## src/rtl/tsg_pkg.sv

```systemverilog
// shared types and constants of the touch slide gesture detector
// no dependencies; used by tsg_cell and touch_slide_gesture_detector
package tsg_pkg;

  // history geometry
  localparam int unsigned HistDepth = 8;
  localparam int unsigned PosW      = $clog2(HistDepth);
  localparam int unsigned NumPads   = 4;
  localparam int unsigned PadIdxW   = 4;
  localparam int unsigned CfgIdxW   = 2;
  localparam int unsigned GestW     = 2;
  localparam int unsigned GestTdataW = 8;

  // fill positions with a special meaning (position of the entry being written)
  localparam logic [PosW-1:0] PosLast       = PosW'(HistDepth - 1);
  localparam logic [PosW-1:0] PosNoRelease  = PosW'(6);
  localparam logic [PosW-1:0] PosSelectLo   = PosW'(1);
  localparam logic [PosW-1:0] PosSelectHi   = PosW'(2);

  // gesture codes
  localparam logic [GestW-1:0] GestSelect = 2'd0;
  localparam logic [GestW-1:0] GestRight  = 2'd1;
  localparam logic [GestW-1:0] GestLeft   = 2'd2;

  // configuration register indexes
  localparam logic [CfgIdxW-1:0] CfgFirstPad  = 2'd0;
  localparam logic [CfgIdxW-1:0] CfgSecondPad = 2'd1;
  localparam logic [CfgIdxW-1:0] CfgThirdPad  = 2'd2;
  localparam logic [CfgIdxW-1:0] CfgFourthPad = 2'd3;

  // pad index reset values
  localparam logic [PadIdxW-1:0] FirstPadRst  = 4'd5;
  localparam logic [PadIdxW-1:0] SecondPadRst = 4'd4;
  localparam logic [PadIdxW-1:0] ThirdPadRst  = 4'd7;
  localparam logic [PadIdxW-1:0] FourthPadRst = 4'd8;

  // running match flags handed from cell to cell
  typedef struct packed {
    logic right;
    logic left;
  } match_t;

endpackage

```

## src/rtl/tsg_cell.sv

```systemverilog
// one history entry of the gesture detector with its slide pattern compare
// depends on tsg_pkg; instantiated in a row by touch_slide_gesture_detector
module tsg_cell import tsg_pkg::*; #(
  parameter int unsigned STATUS_WIDTH = 10,
  parameter int unsigned INDEX        = 0
) (
  input  logic                                 clk_i,
  input  logic                                 wr_i,
  input  logic [STATUS_WIDTH-1:0]              data_i,
  input  logic [NumPads-1:0][STATUS_WIDTH-1:0] pads_i,
  input  match_t                               match_i,
  output match_t                               match_o
);

  logic [STATUS_WIDTH-1:0] hist_q;
  logic [STATUS_WIDTH-1:0] entry;
  logic [STATUS_WIDTH-1:0] right_pat;
  logic [STATUS_WIDTH-1:0] left_pat;

  localparam int unsigned K = INDEX / 2;

  // reference patterns for this position
  if (INDEX == HistDepth - 1) begin : g_tail
    assign right_pat = '0;
    assign left_pat  = '0;
  end else if (INDEX % 2 == 0) begin : g_single
    assign right_pat = pads_i[K];
    assign left_pat  = pads_i[NumPads-1-K];
  end else begin : g_pair
    assign right_pat = pads_i[K] | pads_i[K+1];
    assign left_pat  = pads_i[NumPads-1-K] | pads_i[NumPads-2-K];
  end

  // history entry, with the beat being written seen at once
  always_ff @(posedge clk_i) begin
    if (wr_i) begin
      hist_q <= data_i;
    end
  end

  assign entry = wr_i ? data_i : hist_q;

  // extend the match chain
  assign match_o.right = match_i.right && (entry == right_pat);
  assign match_o.left  = match_i.left  && (entry == left_pat);

endmodule

```

## src/rtl/touch_slide_gesture_detector.sv

```systemverilog
// touch slide gesture detector: status history row, control and output register
// depends on tsg_pkg and tsg_cell
// a result is in the output register in the cycle after its status beat
// throughput: one status beat per cycle; a result waiting in the output register holds the input
// the select/slide decision is one pass along the row of eight history cells
// reset: pad indexes return to 5, 4, 7, 8, fill position and last status to zero;
// history entries are not reset
module touch_slide_gesture_detector import tsg_pkg::*; #(
  parameter int unsigned STATUS_WIDTH = 10
) (
  input  logic                  clk_i,
  input  logic                  rst_ni,
  // configuration write port
  input  logic                  cfg_we_i,
  input  logic [CfgIdxW-1:0]    cfg_idx_i,
  input  logic [PadIdxW-1:0]    cfg_data_i,
  // status input stream
  input  logic                  s_axis_tvalid_i,
  output logic                  s_axis_tready_o,
  input  logic [((STATUS_WIDTH+7)/8)*8-1:0] s_axis_tdata_i, // [STATUS_WIDTH-1:0] pad_status
  // gesture output stream
  output logic                  m_axis_tvalid_o,
  input  logic                  m_axis_tready_i,
  output logic [GestTdataW-1:0] m_axis_tdata_o              // [1:0] gesture
);

  logic [NumPads-1:0][PadIdxW-1:0]      pad_idx_q;
  logic [NumPads-1:0][STATUS_WIDTH-1:0] pad_mask;
  logic [PosW-1:0]                      fill_q, fill_d;
  logic [STATUS_WIDTH-1:0]              last_q;
  logic [STATUS_WIDTH-1:0]              status;
  logic                                 out_valid_q, out_valid_d;
  logic [GestW-1:0]                     gest_q, gest_d;
  logic                                 accept, changed, release_hit, select_hit, gest_end;
  logic                                 res_valid;
  logic [GestW-1:0]                     res_code;
  match_t                               chain [HistDepth+1];

  assign status = s_axis_tdata_i[STATUS_WIDTH-1:0];

  // pad index registers
  always_ff @(posedge clk_i or negedge rst_ni) begin
    if (!rst_ni) begin
      pad_idx_q[0] <= FirstPadRst;
      pad_idx_q[1] <= SecondPadRst;
      pad_idx_q[2] <= ThirdPadRst;
      pad_idx_q[3] <= FourthPadRst;
    end else if (cfg_we_i) begin
      unique case (cfg_idx_i)
        CfgFirstPad:  pad_idx_q[0] <= cfg_data_i;
        CfgSecondPad: pad_idx_q[1] <= cfg_data_i;
        CfgThirdPad:  pad_idx_q[2] <= cfg_data_i;
        CfgFourthPad: pad_idx_q[3] <= cfg_data_i;
        default: ;
      endcase
    end
  end

  // one-hot pad masks, zero when the index is past the status width
  always_comb begin
    for (int j = 0; j < NumPads; j++) begin
      pad_mask[j] = STATUS_WIDTH'(1) << pad_idx_q[j];
    end
  end

  // gesture control
  assign accept      = s_axis_tvalid_i && s_axis_tready_o;
  assign changed     = accept && (status != last_q);
  assign release_hit = changed && (status == '0) && (fill_q != PosNoRelease);
  assign select_hit  = release_hit && ((fill_q == PosSelectLo) || (fill_q == PosSelectHi));
  assign gest_end    = release_hit || (changed && (fill_q == PosLast));

  always_comb begin
    fill_d = fill_q;
    if (gest_end) begin
      fill_d = '0;
    end else if (changed) begin
      fill_d = fill_q + PosW'(1);
    end
  end

  always_ff @(posedge clk_i or negedge rst_ni) begin
    if (!rst_ni) begin
      fill_q <= '0;
      last_q <= '0;
    end else begin
      fill_q <= fill_d;
      if (changed) begin
        last_q <= status;
      end
    end
  end

  // row of history cells carrying the match flags
  assign chain[0] = '{right: 1'b1, left: 1'b1};

  for (genvar i = 0; i < HistDepth; i++) begin : g_cell
    tsg_cell #(
      .STATUS_WIDTH (STATUS_WIDTH),
      .INDEX        (i)
    ) u_cell (
      .clk_i   (clk_i),
      .wr_i    (changed && (fill_q == PosW'(i))),
      .data_i  (status),
      .pads_i  (pad_mask),
      .match_i (chain[i]),
      .match_o (chain[i+1])
    );
  end

  // result selection, select wins over a slide match
  always_comb begin
    res_valid = 1'b0;
    res_code  = GestSelect;
    if (select_hit) begin
      res_valid = 1'b1;
      res_code  = GestSelect;
    end else if (gest_end && chain[HistDepth].right) begin
      res_valid = 1'b1;
      res_code  = GestRight;
    end else if (gest_end && chain[HistDepth].left) begin
      res_valid = 1'b1;
      res_code  = GestLeft;
    end
  end

  // output register
  assign s_axis_tready_o = !out_valid_q || m_axis_tready_i;

  always_comb begin
    out_valid_d = out_valid_q;
    gest_d      = gest_q;
    if (s_axis_tready_o) begin
      out_valid_d = accept && res_valid;
      gest_d      = res_code;
    end
  end

  always_ff @(posedge clk_i or negedge rst_ni) begin
    if (!rst_ni) begin
      out_valid_q <= 1'b0;
    end else begin
      out_valid_q <= out_valid_d;
    end
  end

  always_ff @(posedge clk_i) begin
    gest_q <= gest_d;
  end

  assign m_axis_tvalid_o = out_valid_q;
  assign m_axis_tdata_o  = {{(GestTdataW-GestW){1'b0}}, gest_q};

  // a select restarts the history
  a_select_restarts: assert property (@(posedge clk_i) disable iff (!rst_ni)
    select_hit |=> (fill_q == '0))
    else $error("fill position not cleared after select");

  // an unchanged status leaves the fill position alone
  a_unchanged_holds: assert property (@(posedge clk_i) disable iff (!rst_ni)
    (accept && (status == last_q)) |=> $stable(fill_q))
    else $error("fill position moved without a status change");

  // input stalls only behind a waiting result
  a_stall_cause: assert property (@(posedge clk_i) disable iff (!rst_ni)
    !s_axis_tready_o |-> out_valid_q)
    else $error("input stalled with empty output register");

  // a reported gesture code is always a defined one
  a_code_valid: assert property (@(posedge clk_i) disable iff (!rst_ni)
    m_axis_tvalid_o |-> (gest_q == GestSelect || gest_q == GestRight || gest_q == GestLeft))
    else $error("undefined gesture code");

endmodule
```

## config.mk

```make
export PLATFORM = sky130hd
export DESIGN_NAME = touch_slide_gesture_detector
export DESIGN_NICKNAME = d
export VERILOG_FILES = /design/src/rtl/tsg_pkg.sv /design/src/rtl/tsg_cell.sv /design/src/rtl/touch_slide_gesture_detector.sv
export SDC_FILE = /design/constraint.sdc
export NUM_CORES = 1
export LEC_CHECK = 0
export ABC_AREA = 1
export BUFFER_PORTS_ARGS = -buffer_cell sky130_fd_sc_hd__buf_2
export CAP_MARGIN = 40
export CORE_MARGIN = 5
export CORE_UTILIZATION = 30
export CTS_CLUSTER_SIZE = 24
export DETAILED_ROUTE_END_ITERATION = 6
export PLACE_DENSITY_LB_ADDON = 0.08
export SETUP_SLACK_MARGIN = 0.2
export SKIP_CTS_REPAIR_TIMING = 1
export SLEW_MARGIN = 20
export SYNTH_ARGS = -nofsm -noshare
export SYNTH_HDL_FRONTEND = slang
export SYNTH_SLANG_ARGS = --single-unit
export TNS_END_PERCENT = 20
```

## constraint.sdc

```tcl
create_clock -name clk_i -period 2.8 [get_ports clk_i]
set_input_delay 0.56 -clock clk_i [delete_from_list [all_inputs] [get_ports clk_i]]
set_output_delay 0.56 -clock clk_i [all_outputs]
set_load 0.005 [all_outputs]
```

# [Word-level counts from Yosys, hierarchy flattened]
# Index checks and enable logic that the tools add are counted.
[totals] reg_bits=112 inputBits=27 wordCells=109
[classes] add_sub_neg=1 eq_ne=25 n_shift=4 n_mux=15 n_bitwise=3 reduce_logical=44
[op_table] operator="10-bit equality test" count=13
[op_table] operator="10-bit two-way mux" count=8
[op_table] operator="1-bit by 4-bit << shifter with 10-bit output, first input constant" count=4
[op_table] operator="1-bit logical AND" count=30
[op_table] operator="10-bit OR" count=3
[op_table] operator="10-bit logical NOT" count=2
[op_table] operator="3-bit equality test, second input constant" count=4
[op_table] operator="10-bit != test" count=1
[op_table] operator="2-bit AND reduction" count=4
[op_table] operator="3-bit by 2-bit equality test with 1-bit output, second input constant" count=2
[op_table] operator="3-bit two-way mux" count=2
[op_table] operator="2-bit equality test, second input constant" count=2
[op_table] operator="1-bit two-way mux" count=4
[op_table] operator="3-bit by 1-bit adder with 3-bit output, second input constant" count=1
[op_table] operator="3-bit by 1-bit equality test with 1-bit output, second input constant" count=1
[op_table] operator="3-bit logical NOT" count=1
[op_table] operator="1-bit logical OR" count=3
[op_table] operator="3-bit != test, second input constant" count=1
[op_table] operator="2-bit by 1-bit equality test with 1-bit output, second input constant" count=1
[op_table] operator="2-bit logical NOT" count=1
[op_table] operator="2-bit two-way mux" count=1
[op_table] operator="2-bit nonzero test" count=1
[op_table] operator="2-bit OR reduction" count=1
[op_table] operator="1-bit logical NOT" count=1

# [Depth between registers and ports, before layout]
[logic_depth] depth_word=19 mapped_depth=23 mapped_depth_nobuf=20

# [Cells and area by module]
# Synthesis repeated with hierarchy kept, for this count alone.
[unflattened] hier_cells=1303 area_unflattened_um2=7835.0
[by_module_without_submodules] mod="tsg_cell (g_cell[0].u_cell ...)" n_inst=4 cells_per_inst=135 area_each_um2=762.0 seq_area_each_um2=200.2
[by_module_without_submodules] mod="touch_slide_gesture_detector" n_inst=1 cells_per_inst=291 area_each_um2=2054.5 seq_area_each_um2=819.5
[by_module_without_submodules] mod="tsg_cell (g_cell[1].u_cell ...)" n_inst=2 cells_per_inst=159 area_each_um2=867.1 seq_area_each_um2=200.2
[by_module_without_submodules] mod="tsg_cell (g_cell[3].u_cell)" n_inst=1 cells_per_inst=101 area_each_um2=583.1 seq_area_each_um2=200.2
[by_module_without_submodules] mod="tsg_cell (g_cell[7].u_cell)" n_inst=1 cells_per_inst=53 area_each_um2=415.4 seq_area_each_um2=200.2

# [Worst setup path before layout]
# No wires, ideal clock.
[synth_path] path_type="input port to flip-flop" startpoint="in s_axis_tdata_i[8]" endpoint="reg gest_q[1], data pin" arrival_time_ns=2.310 setup_slack_ns=0.237 cell_stages=21 n_path_buf=3 path_cell_list="buf_4 -> inv_2 -> nand2_1 -> nand2_1 -> nand2_1 -> nor2_2 -> nand3_4 -> buf_12 -> nand3_4 -> buf_6 -> nand2_1 -> nand3b_1 -> nand2_1 -> nor2_1 -> nand2_1 -> nor2_1 -> nand2_1 -> nor2_1 -> nand3_1 -> nand2_1 -> nor2_1"
[synth_between] elab_chain_len=14
[synth_lines] item="from (decl)" line_no="touch_slide_gesture_detector.sv:20" text="input logic [((STATUS_WIDTH+7)/8)*8-1:0] s_axis_tdata_i,"
[synth_lines] item="10-bit != test" line_no="touch_slide_gesture_detector.sv:68" text="assign changed = accept && (status != last_q);"
[synth_lines] item="1-bit logical AND" line_no="touch_slide_gesture_detector.sv:68"
[synth_lines] item="1-bit logical AND" line_no="touch_slide_gesture_detector.sv:103" text=".wr_i (changed && (fill_q == PosW'(i))),"
[synth_lines] item="10-bit two-way mux" line_no="tsg_cell.sv:41" text="assign entry = wr_i ? data_i : hist_q;"
[synth_lines] item="10-bit equality test (on tied branches)" line_no="tsg_cell.sv:45, tsg_cell.sv:44"
[synth_lines] item="1-bit logical AND (on tied branches) (7 in series)" line_no="tsg_cell.sv:45, tsg_cell.sv:44"
[synth_lines] item="1-bit logical AND (on tied branches)" line_no="touch_slide_gesture_detector.sv:121, touch_slide_gesture_detector.sv:118"
[synth_lines] item="2-bit two-way mux / 2-bit OR reduction (equally long branches)"
[synth_lines] item="to (signal assigned)" line_no="touch_slide_gesture_detector.sv:148" text="gest_q <= gest_d;"
[synth_lines] item="to (decl)" line_no="touch_slide_gesture_detector.sv:33" text="logic [GestW-1:0] gest_q, gest_d;"
# Parallel ways exist; a longest one is shown, timed or not.
# A chain may end at the register's enable or synchronous reset.

# [Worst setup path after layout]
[layout_path] startpoint="reg last_q[6]" endpoint="reg gest_q[1], data pin"
[layout_rtl] item="from (decl)" line_no="touch_slide_gesture_detector.sv:30" text="logic [STATUS_WIDTH-1:0] last_q;"
[layout_rtl] item="from (signal assigned)" line_no="touch_slide_gesture_detector.sv:89" text="last_q <= status;"
[layout_rtl] item="10-bit != test (*)" line_no="touch_slide_gesture_detector.sv:68"
[layout_rtl] item="1-bit logical AND (*)" line_no="touch_slide_gesture_detector.sv:68"
[layout_rtl] item="1-bit logical AND (*)" line_no="touch_slide_gesture_detector.sv:103"
[layout_rtl] item="10-bit two-way mux (*)"
[layout_rtl] item="net g_cell[6].u_cell.entry[5]" line_no="tsg_cell.sv:16" text="logic [STATUS_WIDTH-1:0] entry;"
[layout_rtl] item="10-bit equality test (on tied branches)" line_no="tsg_cell.sv:45, tsg_cell.sv:44"
[layout_rtl] item="1-bit logical AND (on tied branches) (2 in series)" line_no="tsg_cell.sv:45, tsg_cell.sv:44"
[layout_rtl] item="1-bit logical AND (on tied branches)" line_no="touch_slide_gesture_detector.sv:121, touch_slide_gesture_detector.sv:118"
[layout_rtl] item="2-bit two-way mux / 2-bit OR reduction (equally long branches)"
# Mark *: on every way through the listed nets, which the timed path passes. The rest lies on a longest branch.

==> flow_results.xml <==
<?xml version="1.0" encoding="UTF-8"?>
<metrics>
  <group name="timing">
    <metric name="slew_headroom" unit="%">60.8</metric>
    <metric name="timing.clock.skew" unit="ns">0.00794</metric>
    <metric name="timing_max_transition_violations_final" unit="">0</metric>
    <metric name="setup_slack" unit="ns">0.0600</metric>
    <metric name="final_hold_viol_count" unit="">0</metric>
    <metric name="worst_slew_pin_slew" unit="ns">0.583</metric>
    <metric name="achievable-frequency" unit="MHz">365</metric>
    <metric name="finalSetupViolCount" unit="">0</metric>
    <metric name="rsz_0062_raised_after_global_routing" unit="">true</metric>
    <metric name="setup_tns" unit="ns">0</metric>
    <metric name="finalCriticalPeriod" unit="ns">2.74</metric>
    <metric name="crit_share_post_route" unit="%">97.9</metric>
    <metric name="fin_worst_hold_slack" unit="ns">0.123</metric>
  </group>
  <group name="setup_path">
    <metric name="ff2ff_setup_slack" unit="ns">0.06</metric>
    <metric name="critPathRequiredTime" unit="ns">2.95</metric>
    <metric name="reg2reg_to" unit="">gest_q[1]</metric>
    <metric name="cp_max_fo" unit="">15</metric>
    <metric name="r2r-start" unit="">last_q[6]</metric>
    <metric name="worst-endpoint-arrival" unit="ns">2.89</metric>
    <metric name="worst-setup-path-type" unit="">reg2reg</metric>
    <metric name="worstSetupStartpointType" unit="">register</metric>
    <metric name="worst_setup_path_end_kind" unit="">register</metric>
    <metric name="reg2reg_depth" unit="">22</metric>
  </group>
  <group name="synthesis">
    <metric name="yosys_warnings" unit="">0</metric>
    <metric name="netlist.area_leader.share" unit="%">21.3</metric>
    <metric name="share_of_synthesized_area_occupied_by_flip_flops_and_latches" unit="%">30.9</metric>
    <metric name="synthDistinctLibCells" unit="">39</metric>
    <metric name="syn-mean-instance-area" unit="um^2">6.19</metric>
    <metric name="cell_type_contributing_the_most_total_cell_area_after_synthesis" unit="">sky130_fd_sc_hd__nand2_1</metric>
    <metric name="top_area_cells_in_the_synthesized_netlist" unit="">sky130_fd_sc_hd__nand2_1 21%, sky130_fd_sc_hd__dfxtp_1 20%, sky130_fd_sc_hd__nor2_1 8.0%</metric>
    <metric name="post_synth_instance_area" unit="mm^2">0.00783</metric>
    <metric name="synth.ff_latch_count" unit="">112</metric>
    <metric name="synthCells" unit="">1265</metric>
  </group>
  <group name="place">
    <metric name="place.detailed.hpwl" unit="um">27200</metric>
    <metric name="port_buffers" unit="">24</metric>
    <metric name="dp_worst_setup_slack" unit="ns">-0.522</metric>
    <metric name="place.gp.congestion" unit="">0.971</metric>
  </group>
  <group name="detailed_routing">
    <metric name="detailedRoute.firstPassIterationCount" unit="">6</metric>
    <metric name="drt_drc_violations_left" unit="">0</metric>
    <metric name="route.detailed.wl_per_inst" unit="um">18.6</metric>
    <metric name="initialDrtViolationCount" unit="">760</metric>
    <metric name="vias" unit="">8817</metric>
    <metric name="drt-vias-per-instance" unit="">4.89</metric>
    <metric name="totalWireLength" unit="um">33600</metric>
    <metric name="drtAntennaViolNets" unit="">0</metric>
  </group>
  <group name="grt">
    <metric name="antenna_violations_before_repair" unit="">0</metric>
    <metric name="grt_first_pass_wirelength" unit="um">49200</metric>
    <metric name="grt_pass1_vias" unit="">8101</metric>
    <metric name="grt_overflow_total" unit="">0</metric>
    <metric name="largest_net_degree_at_the_start_of_global_routing" unit="">31</metric>
    <metric name="global_route.usage.total" unit="%">22.6</metric>
  </group>
  <group name="power">
    <metric name="power.share.clock" unit="%">15.6</metric>
    <metric name="power.sequential.fraction" unit="%">27.0</metric>
    <metric name="p_switching" unit="mW">4.19</metric>
    <metric name="vdd_ir_drop_max" unit="uV">326</metric>
    <metric name="p_comb_share" unit="%">57.4</metric>
    <metric name="power_per_cell_area" unit="mW/mm^2">890</metric>
    <metric name="cellLeakagePower" unit="nW">5.39</metric>
    <metric name="p_int" unit="mW">4.94</metric>
    <metric name="net_sw_share" unit="%">45.9</metric>
  </group>
  <group name="floorplanning">
    <metric name="die_w" unit="um">172</metric>
    <metric name="initial_utilization" unit="%">30.3</metric>
    <metric name="num_rows" unit="">59</metric>
    <metric name="floorplan.die_area" unit="mm^2">0.0294</metric>
    <metric name="floorplan.die.height" unit="um">172</metric>
    <metric name="core_area" unit="mm^2">0.0258</metric>
    <metric name="boundaryPins" unit="">37</metric>
  </group>
  <group name="clock_tree">
    <metric name="cts_tree" unit="">done</metric>
    <metric name="clock_tree.buffer_depth" unit="">2</metric>
    <metric name="number_of_buffers_created_by_cts" unit="">9</metric>
    <metric name="reg_clk_slew_reported_paths" unit="ns">0.09</metric>
    <metric name="cts_max_level" unit="">3</metric>
    <metric name="clk-insertion-delay-late" unit="ns">0.37</metric>
    <metric name="clock-sinks" unit="">112</metric>
    <metric name="cts_root_buf" unit="">sky130_fd_sc_hd__clkbuf_16</metric>
  </group>
  <group name="final_layout">
    <metric name="proportion_of_layout_cells_with_a_drive_suffix_above_1" unit="%">25.0</metric>
    <metric name="num-nets-final" unit="">1496</metric>
    <metric name="mostFrequentLayoutCell" unit="">sky130_fd_sc_hd__nand2_1</metric>
    <metric name="n_antenna_cell" unit="">0</metric>
    <metric name="final.fill_count" unit="">2823</metric>
    <metric name="area_added_between_synthesis_and_finish" unit="%">30.9</metric>
    <metric name="layout.cells.most_common_list" unit="">430 x sky130_fd_sc_hd__nand2_1, 185 x sky130_fd_sc_hd__buf_4, 154 x sky130_fd_sc_hd__nor2_1</metric>
  </group>
  <group name="worst_hold_path">
    <metric name="hp-class" unit="">in2async</metric>
  </group>
  <group name="status">
    <metric name="outcome" unit="">finished, final reports clean</metric>
  </group>
  <group name="run">
    <metric name="cap_violations" unit="">0</metric>
  </group>
</metrics>
==> worst max-delay path, stage by stage (launching register included) <==
cell and delay (ns):
sky130_fd_sc_hd__dfrtp_2 0.46, sky130_fd_sc_hd__nand2_2 0.08, sky130_fd_sc_hd__nand2_2 0.05, sky130_fd_sc_hd__inv_2 0.04
sky130_fd_sc_hd__nand2_2 0.07, sky130_fd_sc_hd__nor2_4 0.12, sky130_fd_sc_hd__nand3_4 0.10, sky130_fd_sc_hd__buf_4 0.18
sky130_fd_sc_hd__buf_6 0.16, sky130_fd_sc_hd__buf_4 0.14, sky130_fd_sc_hd__nand4_2 0.08, sky130_fd_sc_hd__nand2_2 0.09
sky130_fd_sc_hd__nand2_2 0.11, sky130_fd_sc_hd__nand2_1 0.06, sky130_fd_sc_hd__nor2_1 0.13, sky130_fd_sc_hd__nand2_1 0.06
sky130_fd_sc_hd__nor2_1 0.08, sky130_fd_sc_hd__nand2_1 0.05, sky130_fd_sc_hd__nor2_1 0.10, sky130_fd_sc_hd__buf_4 0.13
sky130_fd_sc_hd__nand3_4 0.08, sky130_fd_sc_hd__nand2_2 0.07, sky130_fd_sc_hd__nor2_2 0.03
==> through the flow <==
stage	instance area [um^2]	utilization, %	std cells	power (mW)
floorplan	7850	-	1270	5.32
global placement	9560	37.0	1768	7.45
detailed placement	9560	37.0	1768	7.46
CTS	9870	38.2	1784	8.91
global route	10200	39.7	1803	9.84
finish	10200	39.7	1803	9.12
==> power by group through the flow <==
| stage | combinational, mW | clock [mW] | sequential (mW) |
|---|---|---|---|
| 2_1_floorplan | 2.89 | 0 | 2.43 |
| 3_3_place_gp | 4.96 | 0 | 2.49 |
| 3_5_place_dp | 4.97 | 0 | 2.49 |
| 4_1_cts | 4.99 | 1.46 | 2.46 |
| 5_1_grt | 5.80 | 1.51 | 2.53 |
| 6_report | 5.24 | 1.42 | 2.46 |
==> per-layer routing <==
metal | vias to the layer above | share of wire (%) | GRT usage, %
li1 | 4416 | - | -
met1 | 4077 | 46 | 31.8
met2 | 269 | 45 | 36.7
met3 | 55 | 5.6 | 2.21
met4 | 0 | 3.0 | 6.92
met5 | - | 0 | 0
==> state kept, by name (all words and copies together) (netlist names) <==
name                  flops
g_cell.u_cell.hist_q     80
last_q                   10
m_axis_tvalid_o           1
fill_q                    3
pad_idx_q                16
gest_q                    2
==> logic make-up after synthesis <==
| kind of cell | after synthesis | synth area share [%] |
|---|---|---|
| buf+inv | 195 | 11.7 |
| xor+xnor | 12 | 1.34 |
| simple gates | 869 | 50.4 |
| other cells | 1 | 0.0479 |
| fa+ha+maj | 6 | 0.959 |
| flops | 112 | 30.9 |
| compound gates | 70 | 4.67 |
==> Yosys cell counts, drive strengths merged <==
library cell	number
a21boi	1
a21oi	3
and2	1
buf	44
clkbuf	5
clkinv	1
conb	1
dfrtp	23
dfstp	7
dfxtp	80
edfxtp	2
ha	6
inv	145
nand2	477
nand3	116
nand3b	16
nand4	81
nor2	169
nor3	9
o211ai	1
o21ai	63
o22ai	2
xnor2	1
xor2	11
==> worst max-delay path by stage <==
stage / startpoint / endpoint / slack (ns) / depth (start not counted)
after floorplan: s_axis_tdata_i[8] / gest_q[1] / 0.24 / 21
after global placement: s_axis_tdata_i[6] / gest_q[1] / -0.51 / 18
after detailed placement: s_axis_tdata_i[6] / gest_q[1] / -0.52 / 18
after CTS: last_q[6] / gest_q[1] / -0.23 / 16
after global routing: last_q[6] / gest_q[1] / -0.09 / 22
final: last_q[6] / gest_q[1] / 0.06 / 22
==> cell type report <==
class                      count  area, um^2  share of cell area [%]
timing repair buffer         229        1830                    17.9
sequential                   112        2420                    23.7
tap                          335         419                    4.09
multi-input combinational    965        4710                    46.0
clock inverter                 6        72.6                   0.708
inverter                     146         553                    5.40
clock buffer                  10         239                    2.33
(Power assumes the default switching activity.)
